File: config.mk
export PLATFORM = sky130hd
export DESIGN_NAME = rac_ram
export DESIGN_NICKNAME = d
export VERILOG_FILES = /design/src/rac_ram.sv
export SDC_FILE = /design/constraint.sdc
export NUM_CORES = 1
export LEC_CHECK = 0
export ABC_AREA = 1
export BUFFER_PORTS_ARGS = -buffer_cell sky130_fd_sc_hd__buf_2
export CORE_AREA = 2 2 102 104
export DETAILED_ROUTE_END_ITERATION = 10
export DIE_AREA = 0 0 104 106
export PLACE_DENSITY = 0.87
export SYNTH_ARGS = -nofsm -noshare
export SYNTH_HDL_FRONTEND = slang
export SYNTH_SLANG_ARGS = --single-unit
File: constraint.sdc
create_clock -name clk -period 1.35 [get_ports clk]
set_input_delay 0.27 -clock clk [delete_from_list [all_inputs] [get_ports clk]]
set_output_delay 0.27 -clock clk [all_outputs]
set_load 0.03 [all_outputs]
File: src/rac_ram.sv
// Generic simple dual-port RAM: one write port, one read port, registered read.
// Standalone, no package use.
module rac_ram #(
  parameter int WIDTH = 8,
  parameter int DEPTH = 16
) (
  input  logic                     clk,
  input  logic                     we,
  input  logic [$clog2(DEPTH)-1:0] waddr,
  input  logic [WIDTH-1:0]         wdata,
  input  logic [$clog2(DEPTH)-1:0] raddr,
  output logic [WIDTH-1:0]         rdata
);

  logic [WIDTH-1:0] mem [DEPTH];

  always_ff @(posedge clk) begin
    if (we) begin
      mem[waddr] <= wdata;
    end
    rdata <= mem[raddr];
  end

endmodule
# Yosys cells after proc, flatten, opt, wreduce, memory -nomap -nowiden

Memory sizes are Yosys's and may differ from the RTL's. A register that Yosys moved wholly into a read port is not among the register bits.
Cells that the tools add are included.

Mux-type cells: 2

Operators with widths:

| cell              | count |
|---|---|
| two-way mux 1 bit | 2 |

Word-level logic and storage cells: 3
Output and inout bits: 8
Bits of input ports: 18
Bits in writable memories: 128
Memories kept: 1
Bits in registers: 0

Memories:

| memory | words | width | read ports | clocked after memory_dff | write ports | line | text |
|---|---|---|---|---|---|---|---|
| mem    | 16    | 8     | 1          | 1                        | 1           | 15   | `logic [WIDTH-1:0] mem [DEPTH];` |

# Logic depth before layout (Yosys ltp)

Depth after elaboration: 2
Depth in mapped cells: 8
Depth with buffers taken out: 7

# Least setup slack after synthesis

Ideal clock, no wire load.

Path type: input-to-reg
From: in waddr[2]
To: mem mem[10][0], enable pin
Stages on the path: 2
Buffers on the path: 0
Data arrival time: 851 ps
Required time: 980 ps
Library setup time: 370 ps
Slack: 129 ps
Path through: nand3b_1 nor2_1

RTL lines:

| element         | line | text |
|---|---|---|
| start, declared | 9    | `input logic [$clog2(DEPTH)-1:0] waddr,` |
| end, declared   | 15   |  |

No word-level cell before the write port.

# Final worst setup path

From: reg rdata[2] (read register of mem)
To: out rdata[2]

RTL lines:

| element         | line | text |
|---|---|---|
| start, declared | 12   | `output logic [WIDTH-1:0] rdata` |

No word-level cell between the ends.

==> results_dict.tcl <==
set metrics [dict create \
    outcome "completed" \
    ant_nets 0 \
    routed_wl_um 13100 \
    p_leak_nw 2.95 \
    portBuffers 25 \
    dr.pass1.iters 6 \
    dieWidth_um 104 \
    grt_usage_pct 25.3 \
    skew_ns 0.0131 \
    drt_iter0_markers 444 \
    num_vias 4015 \
    htree_levels 4 \
    layout_min_cycle_time_ns 1.30 \
    start_kind "register" \
    crit_type "reg2out" \
    clock_path_buffers 2 \
    antenna_found_initial 0 \
    rsz0062_at_grt "false" \
    grt_max_degree 53 \
    final_nets 614 \
    grt_pass1_vias 3937 \
    cts_root_buf "clkbuf_8" \
    crit_chain "buf_4" \
    period_share_pct 96.6 \
    worstMarginPinSlew_ns 0.395 \
    ir_drop_mv 1.07 \
    io_pins 26 \
    ys_ff_latch 136 \
    min_path_type "in2reg" \
    netlist_area_um2 5770 \
    max_stage_delay_ns 0.35 \
    dp.cells 713 \
    cap_violations 0 \
    dp_hpwl_um 7750 \
    clkTransAtPathRegs_ns 0.06 \
    viasPerCell 5.39 \
    cts_tree "done" \
    drive_above_1_share_pct 13.1 \
    syn_nets 569 \
    whs_ns 0.123 \
    path_max_fanout 1 \
    drc_errors 0 \
    arrival_ns 1.03 \
    dieArea_um2 11000 \
    die_y_um 106 \
    core.rowCount 37 \
    setup_ws_ns 0.0460 \
    cp.required_ns 1.08 \
    mostFrequentLayoutCells "nand2_1 (173), edfxtp_1 (128), inv_1 (100), nand3_1 (97)" \
    clock_latency_ns 0.52 \
    layout.cells.non_filler 745 \
    reg2reg_slack_ns 0.31 \
    gr-total-overflow 0 \
    syn_inst 551 \
    powerDensity_nw_per_um2 1470 \
    area_growth_pct 16.5 \
    grt_pass1_wl_um 20500 \
    ys_seq_area_share_pct 69.4 \
    finalSetupViolCount 0 \
    fp.coreArea_um2 10000 \
    pre_cts_slack_ns -0.00561 \
    cp_slowest_cell "dfxtp_1" \
    cts.sinks 136 \
    numCtsBuffers 17 \
    synth.distinct_cells 12 \
    place.gp.congestion 0.861 \
    relSlewSlack_pct 73.7 \
    n_antenna_cell 0 \
    crit_path_end_kind "output pin" \
    layout_commonest_cell "nand2_1" \
    initial_utilization_pct 57.7 \
    syn_avg_cell_area_um2 10.5 \
    critPathBufInv 1 \
    yosysWarnings 0 \
    fmax_mhz 767 \
    wl_per_cell_um 17.6 \
    hold_viol_final 0 \
    maxSlewViolCount 0 \
    path_delay_family "flip-flops" \
]
area by class of cell:
cell class	instances	area [um2]
clock buffers	23	457
clock inverters	9	123
fillers	699	3280
inverters	102	383
multi-input cells	289	1210
flip-flops and latches	136	4000
well taps	136	170
repair buffers	50	368
final timing paths:
kind,endpoint,depth (start not counted),startpoint
max,rdata[2],1,rdata[2]
min,rdata[2],3,raddr[3]
max reg2reg,rdata[0],6,mem[6][0]
min reg2reg,rdata[6],6,mem[4][6]
flip-flops by register name, summed over array words and instances (netlist names):
name and cells:
rdata 8, mem 128
power by group:
| part | switching [W] | leakage [nW] | internal, W |
|---|---|---|---|
| sequential | 0.0000278 | 1.22 | 0.00472 |
| clock | 0.00157 | 0.286 | 0.00289 |
| combinational | 0.000468 | 1.44 | 0.000193 |
| total | 0.00206 | 2.95 | 0.00781 |
synth_stat cells:
library cell  number  area, um2
buf_1              1       3.75
buf_2             13       65.1
buf_4              4       30.0
buf_6              6       67.6
dfxtp_1            8        160
edfxtp_1         128       3840
inv_1            100        375
inv_2              2       7.51
nand2_1          173        649
nand3_1           97        485
nand3b_1           2       15.0
nor2_1            17       63.8
metal layers:
metal  wire length (um)  vias up  track usage, %
li1                   -     1867               -
met5                  0        -               0
met1               4700     1859            30.5
met3               1220       33            5.70
met4                448        0            13.4
met2               6720      256            42.7
per-stage QoR:
stage                     power [W]  instance area [um2]  setup TNS (ns)  utilization, %
after global routing         0.0102                 6720               0            67.2
after CTS                   0.00992                 6720               0            67.2
final                       0.00987                 6720               0            67.2
after detailed placement    0.00547                 6130        -0.00561            61.3
after global placement      0.00544                 6130               0            61.3
after floorplan             0.00522                 5770               0               -
what timing repair did:
item                                    CTS  global route
hold buffers                              0             0
setup buffers                             0             0
endpoints found under the setup margin    1             1
resized for setup                         1             2
kinds of logic (layout without fill, tap and decap cells):
kind of cell,Yosys count,after routing,synth area share [%]
buf+inv,126,184,9.52
flops,136,136,69.4
simple gates,289,289,21.0
(Power assumes the default switching activity.)
